==> src/isc_pkg.sv <==
`timescale 1ns / 1ps
// Shared codes and types for the overlap success counter block.
// No dependencies; imported by the top level and its checker.
package isc_pkg;

   typedef logic [1:0] op_type;
   typedef logic [1:0] status_type;

   // Operation codes carried by the op field of a request transaction.
   localparam op_type OP_ADD_FRAME = 2'd0;
   localparam op_type OP_READ_STEP = 2'd1;
   localparam op_type OP_CLEAR     = 2'd2;

   // Status codes returned with every response transaction.
   localparam status_type STATUS_OK         = 2'd0;
   localparam status_type STATUS_ZERO_UNION = 2'd1;
   localparam status_type STATUS_BAD_STEP   = 2'd2;

   // Threshold step count after reset.
   localparam logic [7:0] STEPS_RESET = 8'd100;

endpackage

==> src/isc_mul.sv <==
`timescale 1ns / 1ps
// Shared registered multiplier used for all area and threshold products.
// No package dependencies.
module isc_mul #(
   parameter int A_BITS = 24,
   parameter int B_BITS = 12
) (
   input  logic                       clock,
   input  logic [A_BITS-1:0]          op_a,
   input  logic [B_BITS-1:0]          op_b,
   output logic [A_BITS+B_BITS-1:0]   product
);

   logic [A_BITS+B_BITS-1:0] prod_ff;
   logic [A_BITS+B_BITS-1:0] prod_in;

   assign prod_in = (A_BITS + B_BITS)'(op_a) * (A_BITS + B_BITS)'(op_b);

   // The product is registered and ready in the cycle after the operands are presented.
   always_ff @(posedge clock) begin
      prod_ff <= prod_in;
   end

   assign product = prod_ff;

endmodule

==> src/isc_cnt_ram.sv <==
`timescale 1ns / 1ps
// Per-step success counter memory: one write port, one registered read port.
// No package dependencies.
module isc_cnt_ram #(
   parameter int DEPTH     = 128,
   parameter int ADDR_BITS = 7,
   parameter int DATA_BITS = 20
) (
   input  logic                 clock,
   input  logic                 rd_en,
   input  logic [ADDR_BITS-1:0] rd_addr,
   output logic [DATA_BITS-1:0] rd_data,
   input  logic                 wr_en,
   input  logic [ADDR_BITS-1:0] wr_addr,
   input  logic [DATA_BITS-1:0] wr_data
);

   logic [DATA_BITS-1:0] mem [DEPTH];
   logic [DATA_BITS-1:0] rd_data_ff;

   always_ff @(posedge clock) begin
      if (wr_en) begin
         mem[wr_addr] <= wr_data;
      end
      if (rd_en) begin
         rd_data_ff <= mem[rd_addr];
      end
   end

   assign rd_data = rd_data_ff;

endmodule

==> src/iou_success_curve.sv <==
`timescale 1ns / 1ps
// Top level of the overlap success counter block: sequencer, configuration and output register.
// Depends on isc_pkg, isc_mul and isc_cnt_ram.

// Each request transaction is one of three operations. An add-frame transaction
// intersects a tracked box with a ground-truth box, computes the union area and
// bumps the saturating success counter of every threshold step s (0 <= s < steps)
// for which inter*steps >= s*union, then bumps the frame counter; a frame whose
// union area is zero returns status 1 and changes nothing. A read transaction
// returns the counter of one step with the frame count, and a clear transaction
// zeroes all counters. Exactly one response transaction follows each request.
// The block works on one transaction at a time and holds req_stall high while
// busy. All products go through one shared registered multiplier (intersection,
// both box areas, then inter*steps), after which the step sweep walks the counter
// memory one step per cycle with a running sum of union, doing a read-modify-write
// of each passing counter; the sweep stops at the first failing step. An add-frame
// goes from acceptance through S_GEOM, S_MUL_I/T/G/S, S_LHS and S_SWEEP to the
// S_FINISH state that loads its response (a zero-union frame skips S_SWEEP); a
// read goes through S_READ, and unused op 3 and a read of a step that does not
// exist go straight to S_FINISH. The counter memory has one write port, so a
// clear sweeps it one entry per cycle. The same sweep runs after reset, and
// requests stall until it ends. S_FINISH waits while a response is stalled.
// The threshold step count register may be written at any time the block is idle;
// values of zero act as one and values above MAX_STEPS act as MAX_STEPS.
module iou_success_curve
   import isc_pkg::*;
#(
   parameter int MAX_STEPS  = 128,
   parameter int COORD_BITS = 12,
   parameter int COUNT_BITS = 20
) (
   input  logic                  clock,
   input  logic                  reset,

   input  logic                  csr_wr_en,
   input  logic [7:0]            csr_wr_data,

   input  logic                  req_valid,
   output logic                  req_stall,
   input  logic [1:0]            req_op,
   input  logic [COORD_BITS-1:0] req_track_x,
   input  logic [COORD_BITS-1:0] req_track_y,
   input  logic [COORD_BITS-1:0] req_track_w,
   input  logic [COORD_BITS-1:0] req_track_h,
   input  logic [COORD_BITS-1:0] req_truth_x,
   input  logic [COORD_BITS-1:0] req_truth_y,
   input  logic [COORD_BITS-1:0] req_truth_w,
   input  logic [COORD_BITS-1:0] req_truth_h,
   input  logic [6:0]            req_step_index,

   output logic                  rsp_valid,
   input  logic                  rsp_stall,
   output logic [1:0]            rsp_status,
   output logic [COUNT_BITS-1:0] rsp_success_count,
   output logic [COUNT_BITS-1:0] rsp_frame_count,
   output logic [7:0]            rsp_passed_steps
);

   localparam int C         = COORD_BITS;
   localparam int ADDR_BITS = (MAX_STEPS > 1) ? $clog2(MAX_STEPS) : 1;
   localparam int STEP_CAP  = (MAX_STEPS < 255) ? MAX_STEPS : 255;
   localparam int AREA_BITS = 2 * C;
   localparam int PROD_BITS = 3 * C;
   localparam int UNI_BITS  = 2 * C + 1;
   localparam int ACC_BITS  = 3 * C + 1;
   localparam logic [ADDR_BITS-1:0] LAST_ADDR = ADDR_BITS'(MAX_STEPS - 1);

   localparam logic [3:0] S_IDLE   = 4'd0;
   localparam logic [3:0] S_GEOM   = 4'd1;
   localparam logic [3:0] S_MUL_I  = 4'd2;
   localparam logic [3:0] S_MUL_T  = 4'd3;
   localparam logic [3:0] S_MUL_G  = 4'd4;
   localparam logic [3:0] S_MUL_S  = 4'd5;
   localparam logic [3:0] S_LHS    = 4'd6;
   localparam logic [3:0] S_SWEEP  = 4'd7;
   localparam logic [3:0] S_READ   = 4'd8;
   localparam logic [3:0] S_CLEAR  = 4'd9;
   localparam logic [3:0] S_INIT   = 4'd10;
   localparam logic [3:0] S_FINISH = 4'd11;

   // Control state.
   logic [3:0]            state_ff, state_in;
   logic [7:0]            thr_ff, thr_in;
   logic [COUNT_BITS-1:0] frames_ff, frames_in;
   logic [ADDR_BITS-1:0]  clr_cnt_ff, clr_cnt_in;
   logic                  wr_pend_ff, wr_pend_in;
   logic                  rsp_valid_ff, rsp_valid_in;

   // Datapath registers.
   logic [C-1:0]          tx_ff, ty_ff, tw_ff, th_ff, tx_in, ty_in, tw_in, th_in;
   logic [C-1:0]          gx_ff, gy_ff, gw_ff, gh_ff, gx_in, gy_in, gw_in, gh_in;
   logic [C-1:0]          ow_ff, oh_ff, ow_in, oh_in;
   logic [AREA_BITS-1:0]  inter_ff, inter_in, area_ff, area_in;
   logic [UNI_BITS-1:0]   union_ff, union_in;
   logic [PROD_BITS-1:0]  lhs_ff, lhs_in;
   logic [ACC_BITS-1:0]   acc_ff, acc_in;
   logic [7:0]            step_ff, step_in;
   logic [ADDR_BITS-1:0]  wr_addr_ff, wr_addr_in;
   logic [1:0]            status_ff, status_in;
   logic [COUNT_BITS-1:0] succ_ff, succ_in;
   logic [7:0]            passed_ff, passed_in;
   logic [1:0]            rsp_status_ff, rsp_status_in;
   logic [COUNT_BITS-1:0] rsp_succ_ff, rsp_succ_in;
   logic [COUNT_BITS-1:0] rsp_frames_ff, rsp_frames_in;
   logic [7:0]            rsp_passed_ff, rsp_passed_in;

   // Shared multiplier and counter memory connections.
   logic [AREA_BITS-1:0]  mul_a;
   logic [C-1:0]          mul_b;
   logic [PROD_BITS-1:0]  mul_p;
   logic                  ram_rd_en;
   logic [ADDR_BITS-1:0]  ram_rd_addr;
   logic [COUNT_BITS-1:0] ram_rd_data;
   logic                  ram_wr_en;
   logic [ADDR_BITS-1:0]  ram_wr_addr;
   logic [COUNT_BITS-1:0] ram_wr_data;

   // Overlap geometry.
   logic [C:0]            tx_end, gx_end, ty_end, gy_end, hi_x, hi_y;
   logic [C-1:0]          lo_x, lo_y;

   logic [7:0]            steps_eff;
   logic                  req_take;
   logic                  rsp_free;
   logic                  step_pass;

   // Steps in effect: the register clamped to the range one to MAX_STEPS.
   always_comb begin
      if (thr_ff == 8'd0) begin
         steps_eff = 8'd1;
      end else if (thr_ff > 8'(STEP_CAP)) begin
         steps_eff = 8'(STEP_CAP);
      end else begin
         steps_eff = thr_ff;
      end
   end

   // Edge sums are one bit wider so that boxes past the frame edge stay exact.
   always_comb begin
      tx_end = {1'b0, tx_ff} + {1'b0, tw_ff};
      gx_end = {1'b0, gx_ff} + {1'b0, gw_ff};
      ty_end = {1'b0, ty_ff} + {1'b0, th_ff};
      gy_end = {1'b0, gy_ff} + {1'b0, gh_ff};
      lo_x   = (tx_ff > gx_ff) ? tx_ff : gx_ff;
      lo_y   = (ty_ff > gy_ff) ? ty_ff : gy_ff;
      hi_x   = (tx_end < gx_end) ? tx_end : gx_end;
      hi_y   = (ty_end < gy_end) ? ty_end : gy_end;
      ow_in  = (hi_x > {1'b0, lo_x}) ? C'(hi_x - {1'b0, lo_x}) : '0;
      oh_in  = (hi_y > {1'b0, lo_y}) ? C'(hi_y - {1'b0, lo_y}) : '0;
   end

   // Operand selection for the shared multiplier, one product per sequencer state.
   always_comb begin
      case (state_ff)
         S_MUL_I: begin
            mul_a = AREA_BITS'(ow_ff);
            mul_b = oh_ff;
         end
         S_MUL_T: begin
            mul_a = AREA_BITS'(tw_ff);
            mul_b = th_ff;
         end
         S_MUL_G: begin
            mul_a = AREA_BITS'(gw_ff);
            mul_b = gh_ff;
         end
         S_MUL_S: begin
            mul_a = inter_ff;
            mul_b = C'(steps_eff);
         end
         default: begin
            mul_a = '0;
            mul_b = '0;
         end
      endcase
   end

   isc_mul #(
      .A_BITS (AREA_BITS),
      .B_BITS (C)
   ) u_isc_mul (
      .clock   (clock),
      .op_a    (mul_a),
      .op_b    (mul_b),
      .product (mul_p)
   );

   assign req_take  = req_valid && (state_ff == S_IDLE);
   assign rsp_free  = !rsp_valid_ff || !rsp_stall;
   // The running sum acc_ff holds step_ff * union; passing steps are a prefix.
   assign step_pass = (state_ff == S_SWEEP) && (step_ff < steps_eff) &&
                      (ACC_BITS'(lhs_ff) >= acc_ff);

   // Counter memory ports. A passing step is read here and written back
   // incremented on the following cycle, so the sweep retires one step a cycle.
   always_comb begin
      ram_rd_en   = 1'b0;
      ram_rd_addr = ADDR_BITS'(step_ff);
      if (req_take && (req_op == OP_READ_STEP)) begin
         ram_rd_en   = 1'b1;
         ram_rd_addr = ADDR_BITS'(req_step_index);
      end else if (step_pass) begin
         ram_rd_en   = 1'b1;
      end

      if ((state_ff == S_CLEAR) || (state_ff == S_INIT)) begin
         ram_wr_en   = 1'b1;
         ram_wr_addr = clr_cnt_ff;
         ram_wr_data = '0;
      end else begin
         ram_wr_en   = wr_pend_ff;
         ram_wr_addr = wr_addr_ff;
         ram_wr_data = (ram_rd_data == '1) ? ram_rd_data : ram_rd_data + COUNT_BITS'(1);
      end
   end

   isc_cnt_ram #(
      .DEPTH     (MAX_STEPS),
      .ADDR_BITS (ADDR_BITS),
      .DATA_BITS (COUNT_BITS)
   ) u_isc_cnt_ram (
      .clock   (clock),
      .rd_en   (ram_rd_en),
      .rd_addr (ram_rd_addr),
      .rd_data (ram_rd_data),
      .wr_en   (ram_wr_en),
      .wr_addr (ram_wr_addr),
      .wr_data (ram_wr_data)
   );

   // Sequencer.
   always_comb begin
      state_in      = state_ff;
      thr_in        = csr_wr_en ? csr_wr_data : thr_ff;
      frames_in     = frames_ff;
      clr_cnt_in    = clr_cnt_ff;
      wr_pend_in    = step_pass;
      wr_addr_in    = ADDR_BITS'(step_ff);
      rsp_valid_in  = rsp_valid_ff && rsp_stall;
      tx_in = tx_ff; ty_in = ty_ff; tw_in = tw_ff; th_in = th_ff;
      gx_in = gx_ff; gy_in = gy_ff; gw_in = gw_ff; gh_in = gh_ff;
      inter_in      = inter_ff;
      area_in       = area_ff;
      union_in      = union_ff;
      lhs_in        = lhs_ff;
      acc_in        = acc_ff;
      step_in       = step_ff;
      status_in     = status_ff;
      succ_in       = succ_ff;
      passed_in     = passed_ff;
      rsp_status_in = rsp_status_ff;
      rsp_succ_in   = rsp_succ_ff;
      rsp_frames_in = rsp_frames_ff;
      rsp_passed_in = rsp_passed_ff;

      case (state_ff)
         S_IDLE: begin
            if (req_take) begin
               status_in = STATUS_OK;
               succ_in   = '0;
               passed_in = '0;
               case (req_op)
                  OP_ADD_FRAME: begin
                     tx_in = req_track_x; ty_in = req_track_y;
                     tw_in = req_track_w; th_in = req_track_h;
                     gx_in = req_truth_x; gy_in = req_truth_y;
                     gw_in = req_truth_w; gh_in = req_truth_h;
                     state_in = S_GEOM;
                  end
                  OP_READ_STEP: begin
                     if ({1'b0, req_step_index} < steps_eff) begin
                        state_in = S_READ;
                     end else begin
                        status_in = STATUS_BAD_STEP;
                        state_in  = S_FINISH;
                     end
                  end
                  OP_CLEAR: begin
                     frames_in  = '0;
                     clr_cnt_in = '0;
                     state_in   = S_CLEAR;
                  end
                  default: begin
                     state_in = S_FINISH;
                  end
               endcase
            end
         end
         S_GEOM: begin
            state_in = S_MUL_I;
         end
         S_MUL_I: begin
            state_in = S_MUL_T;
         end
         S_MUL_T: begin
            inter_in = mul_p[AREA_BITS-1:0];
            state_in = S_MUL_G;
         end
         S_MUL_G: begin
            area_in  = mul_p[AREA_BITS-1:0];
            state_in = S_MUL_S;
         end
         S_MUL_S: begin
            // Each box area is at least the intersection, so this never wraps.
            union_in = UNI_BITS'(area_ff) + UNI_BITS'(mul_p[AREA_BITS-1:0]) -
                       UNI_BITS'(inter_ff);
            state_in = S_LHS;
         end
         S_LHS: begin
            lhs_in  = mul_p;
            acc_in  = '0;
            step_in = '0;
            if (union_ff == '0) begin
               status_in = STATUS_ZERO_UNION;
               state_in  = S_FINISH;
            end else begin
               state_in = S_SWEEP;
            end
         end
         S_SWEEP: begin
            if (step_pass) begin
               step_in = step_ff + 8'd1;
               acc_in  = acc_ff + ACC_BITS'(union_ff);
            end else begin
               passed_in = step_ff;
               frames_in = (frames_ff == '1) ? frames_ff : frames_ff + COUNT_BITS'(1);
               state_in  = S_FINISH;
            end
         end
         S_READ: begin
            succ_in  = ram_rd_data;
            state_in = S_FINISH;
         end
         S_CLEAR, S_INIT: begin
            clr_cnt_in = clr_cnt_ff + ADDR_BITS'(1);
            if (clr_cnt_ff == LAST_ADDR) begin
               state_in = (state_ff == S_CLEAR) ? S_FINISH : S_IDLE;
            end
         end
         S_FINISH: begin
            if (rsp_free) begin
               rsp_valid_in  = 1'b1;
               rsp_status_in = status_ff;
               rsp_succ_in   = succ_ff;
               rsp_frames_in = frames_ff;
               rsp_passed_in = passed_ff;
               state_in      = S_IDLE;
            end
         end
         default: begin
            state_in = S_IDLE;
         end
      endcase
   end

   always_ff @(posedge clock) begin
      if (reset) begin
         state_ff     <= S_INIT;
         thr_ff       <= STEPS_RESET;
         frames_ff    <= '0;
         clr_cnt_ff   <= '0;
         wr_pend_ff   <= 1'b0;
         rsp_valid_ff <= 1'b0;
      end else begin
         state_ff     <= state_in;
         thr_ff       <= thr_in;
         frames_ff    <= frames_in;
         clr_cnt_ff   <= clr_cnt_in;
         wr_pend_ff   <= wr_pend_in;
         rsp_valid_ff <= rsp_valid_in;
      end
   end

   always_ff @(posedge clock) begin
      tx_ff <= tx_in; ty_ff <= ty_in; tw_ff <= tw_in; th_ff <= th_in;
      gx_ff <= gx_in; gy_ff <= gy_in; gw_ff <= gw_in; gh_ff <= gh_in;
      ow_ff         <= ow_in;
      oh_ff         <= oh_in;
      inter_ff      <= inter_in;
      area_ff       <= area_in;
      union_ff      <= union_in;
      lhs_ff        <= lhs_in;
      acc_ff        <= acc_in;
      step_ff       <= step_in;
      wr_addr_ff    <= wr_addr_in;
      status_ff     <= status_in;
      succ_ff       <= succ_in;
      passed_ff     <= passed_in;
      rsp_status_ff <= rsp_status_in;
      rsp_succ_ff   <= rsp_succ_in;
      rsp_frames_ff <= rsp_frames_in;
      rsp_passed_ff <= rsp_passed_in;
   end

   assign req_stall         = (state_ff != S_IDLE);
   assign rsp_valid         = rsp_valid_ff;
   assign rsp_status        = rsp_status_ff;
   assign rsp_success_count = rsp_succ_ff;
   assign rsp_frame_count   = rsp_frames_ff;
   assign rsp_passed_steps  = rsp_passed_ff;

endmodule

==> config.mk <==
export PLATFORM = sky130hd
export DESIGN_NAME = iou_success_curve
export DESIGN_NICKNAME = d
export VERILOG_FILES = /design/src/isc_pkg.sv /design/src/isc_mul.sv /design/src/isc_cnt_ram.sv /design/src/iou_success_curve.sv
export SDC_FILE = /design/constraint.sdc
export NUM_CORES = 2
export LEC_CHECK = 0
export BUFFER_PORTS_ARGS = -buffer_cell sky130_fd_sc_hd__buf_2
export CELL_PAD_IN_SITES_DETAIL_PLACEMENT = 0
export CELL_PAD_IN_SITES_GLOBAL_PLACEMENT = 2
export CORE_ASPECT_RATIO = 0.75
export CORE_MARGIN = 5
export CORE_UTILIZATION = 40
export CTS_BUF_LIST = sky130_fd_sc_hd__clkbuf_16
export CTS_CLUSTER_DIAMETER = 120
export DETAILED_ROUTE_END_ITERATION = 10
export PLACE_DENSITY_LB_ADDON = 0.15
export SYNTH_ARGS = -nofsm -noshare
export SYNTH_HDL_FRONTEND = slang
export SYNTH_SLANG_ARGS = --single-unit
export TNS_END_PERCENT = 5
==> constraint.sdc <==
create_clock -name clock -period 13.8 [get_ports clock]
set_clock_uncertainty 0.05 [all_clocks]
set_input_delay 1.38 -clock clock [delete_from_list [all_inputs] [get_ports clock]]
set_output_delay 1.38 -clock clock [all_outputs]
set_load 0.02 [all_outputs]
==> impl_metrics.yaml <==
timing:
  fin_setup_tns_ns: 0
  hold_slack_ns: 0.343
  period_share_pct: 60.2
  max_freq_mhz: 120
  min_period_ns: 8.31
  max_slew.worst_pin.slew_ns: 1.39
  finalHoldViolCount: 0
  rsz0062_at_grt: "no"
  relSlewSlack_pct: 7.17
  finalSetupViolCount: 0
  slew_viol_final: 0
die:
  die_w_um: 676
  row_count: 183
  start_util_pct: 40.2
  io_pins: 170
  core_um2: 331000
  dieHeight_um: 510
  dieArea_um2: 345000
clock_tree:
  cts_tree: "yes"
  cts_root_buf: "clkbuf_16"
  post_cts_buffers: 0
  cts_max_level: 5
  clk_latency_ns: 0.89
  clkTransAtPathRegs_ns: 0.06
  ctsHoldBuffers: 0
  cts.sinks: 3018
  cts_resized: 0
  cts_buffers: 319
  cts_buffer_depth: 4
synth:
  synthDistinctLibCells: 87
  synth_edf_count: 2910
  postSynthAreaPerCell_um2: 13.7
  ys_seq_area_share_pct: 67.3
  synth_compound_area_share_pct: 5.83
  synth_top_family_by_area: "simple AND/OR/NAND/NOR gates"
  synthMuxAreaShare_pct: 4.60
  synthFlopType: "edfxtp_1"
  synth_seq_cells: 3018
  synthCells: 9717
  async_flop_share_pct: 0
  ys_warn_count: 0
  synthesis.area_um2: 133000
  synth_adder_area_share_pct: 6.57
  yosys.area_share.simple_pct: 11.7
  synthXorXnorAreaFrac_pct: 0.941
grt:
  grt_pass1_vias: 79903
  grt_first_pass_wirelength_mm: 601
  antenna_found_initial: 32
  grt_max_degree: 136
  overflow: 0
  grtUsageTotal_pct: 24.0
layout:
  mostFrequentLayoutCell: "edfxtp_1"
  final_cell_mix: "edfxtp_1 (2910), nand2_1 (1967), nand3_1 (556)"
  layout-drive-gt1-share_pct: 12.5
  nets: 10652
  syn_to_final_growth_pct: 13.0
min_path:
  worstHoldPathType: "reg2reg"
  hold_start: "u_isc_mul.product[27]$_DFF_P_"
placed_design:
  io_buffers: 169
  post-dp-hpwl_mm: 267
  gp_congestion: 0.858
pwr:
  p_per_area_nw_per_um2: 153
  p_leak_nw: 54.1
  totalPowerFinal_mw: 23.0
  ir_drop_mv: 0.137
worst_setup_path:
  crit_path_frequent_cell: "fa_1"
  cp_top_family: "adder cells"
  critPathCaptureType: "flop"
  cp.required_ns: 14.56
  path_class: "reg2reg"
  cp.buffers_inverters: 4
  crit_slowest_cell: "nand2_1"
  rr_startpoint: "state_ff[3]$_SDFFE_PP1P_"
  critPathLaunch: "state_ff[3]$_SDFFE_PP1P_"
  crit_path_start_kind: "flop"
  critical_path.cell_chain: "nand2b_1 > nor3_2 > buf_4 > a222oi_1 > nand2_1 > nand2_1 > fa_1 > fa_1 > inv_1 > fa_1 > fa_1 > inv_1 > fa_1 > inv_1 > ha_1 > a211oi_1 > o2111a_1 > a211oi_1 > a31o_2 > a31o_2 > a21oi_1 > nor2_1 > nor2_1 > xnor2_1"
  crit_fanout: 48
  critPathArrivalTime_ns: 9.07
  slowest_delay_ns: 0.73
route:
  drt-wirelength-per-cell_um: 28.6
  drc: 0
  first_pass_iters: 7
  totalWireLength_mm: 420
  dr_total_vias: 82498
  vias_per_cell: 5.62
  drt-initial-drc-count: 8794
  ant_nets: 0
run:
  maxCapViolations: 0
status:
  status: "complete, no violations"
-- layout make-up --
cell class | instances | area, µm²
Inverter | 482 | 1810
Antenna cell | 9 | 22.5
Tap cell | 4440 | 5560
Sequential cell | 3018 | 89500
Clock inverter | 235 | 1730
Multi-Input combinational cell | 5751 | 40800
Timing Repair Buffer | 414 | 2850
Clock buffer | 326 | 8160
Fill cell | 29534 | 181000
-- stage by stage --
step	setup WS (ns)	cells	utilization (%)	cell area [µm²]
final	5.49	14675	45.4	150000
after global routing	4.92	14668	45.4	150000
after CTS	5.52	14666	45.4	150000
after detailed placement	5.53	14105	42.4	141000
after global placement	5.63	14105	42.4	141000
after floorplan	4.78	9763	-	133000
-- synthesized netlist by cell type, types with 163 or more instances --
cell      number  area [µm²]
edfxtp_1    2910       87400
nand2_1     1970        7390
nand3_1      556        2780
inv_1        480        1800
nor2_1       395        1480
ha_1         297        3720
clkbuf_1     269        1010
fa_1         251        5020
a311oi_1     204        1790
mux4_2       202        4550
a21oi_1      184         921
and3_1       178        1110
buf_2        163         816
-- sequential cells by signal (all words and copies together) (netlist names), 20 cells and up --
name	count
area_ff	24
acc_ff	37
rsp_frame_count	20
u_isc_cnt_ram.mem	2560
succ_ff	20
lhs_ff	36
inter_ff	24
union_ff	25
u_isc_cnt_ram.rd_data	20
rsp_success_count	20
frames_ff	20
u_isc_mul.product	36
-- cells by family (layout without fill, tap and decap cells) --
logic type,after synthesis,in the layout
multiplexers,357,357
buffers and inverters,994,1457
AO/OA/AOI/OAI,1098,1098
XOR/XNOR,143,143
flip-flops,3018,3018
AND/OR/NAND/NOR,3557,3557
other,2,57
adder cells (fa/ha/maj),548,548
-- power breakdown --
part	total, mW	switching [mW]	internal [mW]
Sequential	11.6	0.133	11.4
Clock	8.31	3.61	4.70
Combinational	3.10	2.54	0.563
-- routing by layer --
| metal | wire length [µm] | vias to the layer above | track usage (%) |
|---|---|---|---|
| met3 | 32200 | 491 | 3.92 |
| met1 | 201000 | 42668 | 38.3 |
| met5 | 27 | - | 0 |
| met2 | 177000 | 2941 | 34.2 |
| met4 | 9740 | 4 | 5.29 |
| li1 | - | 36394 | - |
-- worst paths after layout --
check	to	slack [ns]	cells after the start
worst min register to register	lhs_ff[27]$_DFFE_PP_	0.34	0
worst max register to register	u_isc_mul.product[27]$_DFF_P_	5.49	24
worst min-delay path	lhs_ff[27]$_DFFE_PP_	0.34	0
worst max-delay path	u_isc_mul.product[27]$_DFF_P_	5.49	24
Power figures use the tool's default switching activity.
